File: config.mk
export PLATFORM = sky130hd
export DESIGN_NAME = pca_orient
export DESIGN_NICKNAME = d
export VERILOG_FILES = /design/src/sv/pca_pkg.sv /design/src/sv/pca_orient.sv
export SDC_FILE = /design/constraint.sdc
export NUM_CORES = 1
export LEC_CHECK = 0
export BUFFER_PORTS_ARGS = -buffer_cell sky130_fd_sc_hd__buf_2
export CORE_MARGIN = 4
export CORE_UTILIZATION = 39
export DETAILED_ROUTE_END_ITERATION = 12
export MAX_ROUTING_LAYER = met4
export PLACE_DENSITY_LB_ADDON = 0.2
export SLEW_MARGIN = 10
export SYNTH_ARGS = -nofsm -noshare
export SYNTH_HDL_FRONTEND = slang
export SYNTH_SLANG_ARGS = --single-unit
File: constraint.sdc
create_clock -name vclk -period 4.9
set_input_delay 0.735 -clock vclk [all_inputs]
set_output_delay 0.735 -clock vclk [all_outputs]
set_load 0.01 [all_outputs]
File: src/sv/pca_pkg.sv
// pca_pkg: widths, types and helper functions for the polygon area and convexity block
// no dependencies; imported by the design modules, polygon_area_monitor and tb_top
package pca_pkg;

  localparam int MAX_VERTICES = 4096;
  localparam int COORD_BITS   = 16;
  localparam int AREA_W       = 48;
  localparam int CNT_W        = $clog2(MAX_VERTICES + 1);
  localparam int EPROD_W      = 2 * COORD_BITS;
  localparam int DIFF_W       = COORD_BITS + 1;
  localparam int TPROD_W      = 2 * DIFF_W;
  localparam int NUM_TURNS    = 3;
  localparam int MIN_POLY     = 3;

  typedef logic signed [COORD_BITS-1:0] coord_t;
  typedef logic signed [DIFF_W-1:0]     diff_t;
  typedef logic signed [EPROD_W-1:0]    eprod_t;
  typedef logic signed [TPROD_W-1:0]    tprod_t;
  typedef logic signed [AREA_W-1:0]     area_t;
  typedef logic [CNT_W-1:0]             cnt_t;

  typedef enum logic [1:0] {
    DIR_NONE = 2'd0,
    DIR_POS  = 2'd1,
    DIR_NEG  = 2'd2
  } dir_e;

  // one pending turn test: cross = lhs - rhs
  typedef struct packed {
    logic   valid;
    tprod_t lhs;
    tprod_t rhs;
  } turn_t;

  typedef struct packed {
    dir_e dir;
    logic rev;
  } orient_t;

  function automatic diff_t sub_ext(input coord_t a, input coord_t b);
    sub_ext = {a[COORD_BITS-1], a} - {b[COORD_BITS-1], b};
  endfunction

  function automatic eprod_t mul_c(input coord_t a, input coord_t b);
    mul_c = a * b;
  endfunction

  function automatic tprod_t mul_d(input diff_t a, input diff_t b);
    mul_d = a * b;
  endfunction

  // difference of a pair of edge products, sign extended to the accumulator width
  function automatic area_t edge_term(input eprod_t a, input eprod_t b);
    logic signed [EPROD_W:0] d;
    d = {a[EPROD_W-1], a} - {b[EPROD_W-1], b};
    edge_term = AREA_W'(d);
  endfunction

endpackage

File: src/sv/pca_orient.sv
// pca_orient: folds up to three turn signs, in order, into the direction and reversal state
// depends on pca_pkg
module pca_orient import pca_pkg::*; (
  input  turn_t [NUM_TURNS-1:0] turns_i,
  input  orient_t               state_i,
  output orient_t               state_o
);

  always_comb begin
    orient_t                 st;
    logic signed [TPROD_W:0] cross_w;
    dir_e                    d;
    st = state_i;
    for (int i = 0; i < NUM_TURNS; i++) begin
      cross_w = {turns_i[i].lhs[TPROD_W-1], turns_i[i].lhs}
              - {turns_i[i].rhs[TPROD_W-1], turns_i[i].rhs};
      d = cross_w[TPROD_W] ? DIR_NEG : DIR_POS;
      // straight turns leave the state alone
      if (turns_i[i].valid && (cross_w != '0)) begin
        case (st.dir)
          DIR_POS, DIR_NEG: begin
            if (st.dir != d) st.rev = 1'b1;
          end
          default: begin
            st.dir = d;
          end
        endcase
      end
    end
    state_o = st;
  end

endmodule

==> metrics.md <==
| Metric | Value |
|---|---|
| Vias post-DR | 9,447 |
| Leakage | 0.005047 µW |
| Final instance area | 10,020 µm² |
| Clk_buf instances | 0 |
| RSZ-0062 raised after global routing | yes |
| CP Cell Sequence | buf_6 -> inv_4 -> ha_4 -> nor2b_4 -> buf_6 -> o21a_1 -> nor4_1 -> o32ai_1 -> or4_4 -> a2111o_1 -> or4_4 -> nor4_4 -> buf_4 -> a2111oi_4 -> o21ai_2 -> o221ai_2 -> a2111o_1 -> buf_2 |
| I/O pin total | 213 |
| Ys Warns | 0 |
| Critical Path Source Type | primary input |
| Slew Viols, Final | 0 |
| Largest delay share family, worst path | simple AND/OR/NAND/NOR gates |
| # hold bufs at CTS | 0 |
| Grt total ovfl | 0 |
| Seq_cells | 0 |
| Hold Path Class | primary input to output port |
| CP required | 4.16 ns |
| Fin worst setup slack | -0.2904 ns |
| DP HPWL | 21.68 mm |
| Endpoints failing hold | 0 |
| Detailed Routing Iterations Pass 1 | 5 |
| Status | finished with violations |
| Register area share after synthesis | 0% |
| Tightest Pin Transition | 0.5162 ns |
| CP Buf/Inv Count | 5 |
| Slew Limit Headroom | 65.50% |
| Failing checks | setup timing |
| First-pass GRT wire length | 40.20 mm |
| Mapped Cells | 1,087 |
| Antenna diodes | 0 |
| Fillers | 1,759 |
| Vias/cell | 5.577 |
| DRT antenna net count | 0 |
| Nets@finish | 1,783 |
| Tcrit/Tclk final | 105.9% |
| Starting Density | 39.92% |
| Multi-input logic area | 6574 µm² |
| Area of the core | 17,360 µm² |
| Mean Syn Cell Area | 6.375 µm² |
| Crit path capture type | output port |
| Die Y | 141.3 µm |
| Pwr dens | 128.7 nW/µm² |
| CP max FO | 3 |
| Setup CP Type | primary input to output port |
| Initial antenna violation count | 0 |
| Final Critical Period | 5.190 ns |
| Top cell type's share of synthesized area | 18.42% |
| Post-synth cell types | 81 |
| Drc violations | 0 |
| Final WL | 25.13 mm |
| Number of port buffers | 213 |
| Die ar. | 19,960 µm² |
| Worst path max stage delay | 0.45 ns |
| WL per Instance | 14.83 µm |
| DP Area | 9638 µm² |
| Fmax | 192.7 MHz |
| Iter 0 DRT Violations | 501 |
| Top post-synthesis cells by area | ha_1, inv_1, a21oi_1, o21ai_0, nand2_1 |
| Final Wtd Congestion | 0.9495 |
| Syn Nets | 1,399 |
| Mapped Area | 6929 µm² |
| Slowest cell on crit path | or4_4 |
| Total chip power | 1290 µW |
| Critical Path AT | 4.46 ns |
| Area Growth Syn to Fin | 44.67% |
| Setup-failing EPs final | 3 |
| Die span in x | 141.3 µm |
| Share of cells above drive strength 1 | 33.08% |
| Cell taking the most area after synthesis | ha_1 |
| Max-cap viol count | 0 |
| Tot GR Track Use | 23.76% |
| Register area | 0 µm² |
| Pin count of the biggest net entering global routing | 11 |
| VDD IR-drop max | 60.22 µV |
| FP Rows | 48 |
| Vias in the first global route | 8,783 |
metrics by stage:
stage / setup slack [ns] / TNS [ns] / hold WS (ns) / instances / utilization, %
2_1_floorplan: 0.0007989 / 0 / 1.587 / 1087 / -
3_3_place_gp: -0.3944 / -1.057 / 1.788 / 1686 / 55.53
3_5_place_dp: -0.4775 / -1.258 / 1.769 / 1686 / 55.53
4_1_cts: -0.2061 / -0.5957 / 1.775 / 1692 / 57.23
5_1_grt: -0.4358 / -1.079 / 1.793 / 1694 / 57.76
6_report: -0.2904 / -0.6215 / 1.771 / 1694 / 57.76
report_power, final:
group          switching (µW)  leakage [µW]  internal [µW]
clock                       0             0              0
sequential                  0             0              0
combinational             666       0.00505            624
total                     666       0.00505            624
layout by cell type, fill, tap and decap left out, types with 6 or more instances in the layout:
cell type  count
buf_2        211
nor4_1         9
inv_1        132
a21o_1        25
nand4_1       36
o21bai_1       8
xnor2_1       23
nor2b_1       14
nor2_1        87
and3_1        13
a211oi_1      18
nand2b_1      20
a21oi_1       95
o21a_1        22
or3_1         10
ha_4          10
ha_1          91
o2111ai_1      9
nor3_1        27
o211ai_1      17
o21ai_1        7
and2_1         6
o21ai_0       70
o31ai_1        8
nand2_1       88
o22ai_1        7
mux2i_1       11
a31oi_1        7
or2_2          6
buf_4        205
nand3_1       20
o221ai_1       7
xor2_1        14
path summary, 6_finish.rpt:
| path | slack [ns] | startpoint | end | cells past startpoint |
|---|---|---|---|---|
| max | -0.29 | turns_i[1] | state_o[0] | 18 |
| min | 1.77 | state_i[0] | state_o[0] | 3 |
cell usage after synthesis (all sizes together), types with 17 or more instances:
master  number
inv        135
a21oi      102
ha         102
nand2       90
nor2        87
o21ai       79
nand4       36
clkbuf      30
nor3        29
a21o        25
xnor2       23
o21a        22
nand2b      21
nand3       20
a211oi      19
o211ai      17
routing by layer:
metal,track usage [%],up-vias,part of all wire [%]
met3,1.753,32,6.1
met5,-,-,0
li1,-,4801,-
met2,38.63,304,45
met4,4.029,0,1.6
met1,32.88,4310,47
area by class of cell:
class / instances / area share, %
repair buffers: 421 / 26.54
multi-input cells: 913 / 65.58
inverters: 135 / 5.080
well taps: 225 / 2.808
repair_timing:
item / in CTS / in global routing
gates resized for setup: 45 / 17
setup buffers: 6 / 2
pin swaps: 24 / 3
endpoints found under the setup margin: 3 / 3
hold endpoints to repair: 0 / 0
kinds of logic (layout without fill, tap and decap cells):
family	count (synthesis)	count (layout)	share of synthesized area, %
xor+xnor	37	37	4.677
compound gates	385	385	37.38
buf+inv	174	556	9.679
fa+ha+maj	102	102	18.42
mux	16	16	2.384
simple gates	373	373	27.47
Power figures use the tool's default switching activity.
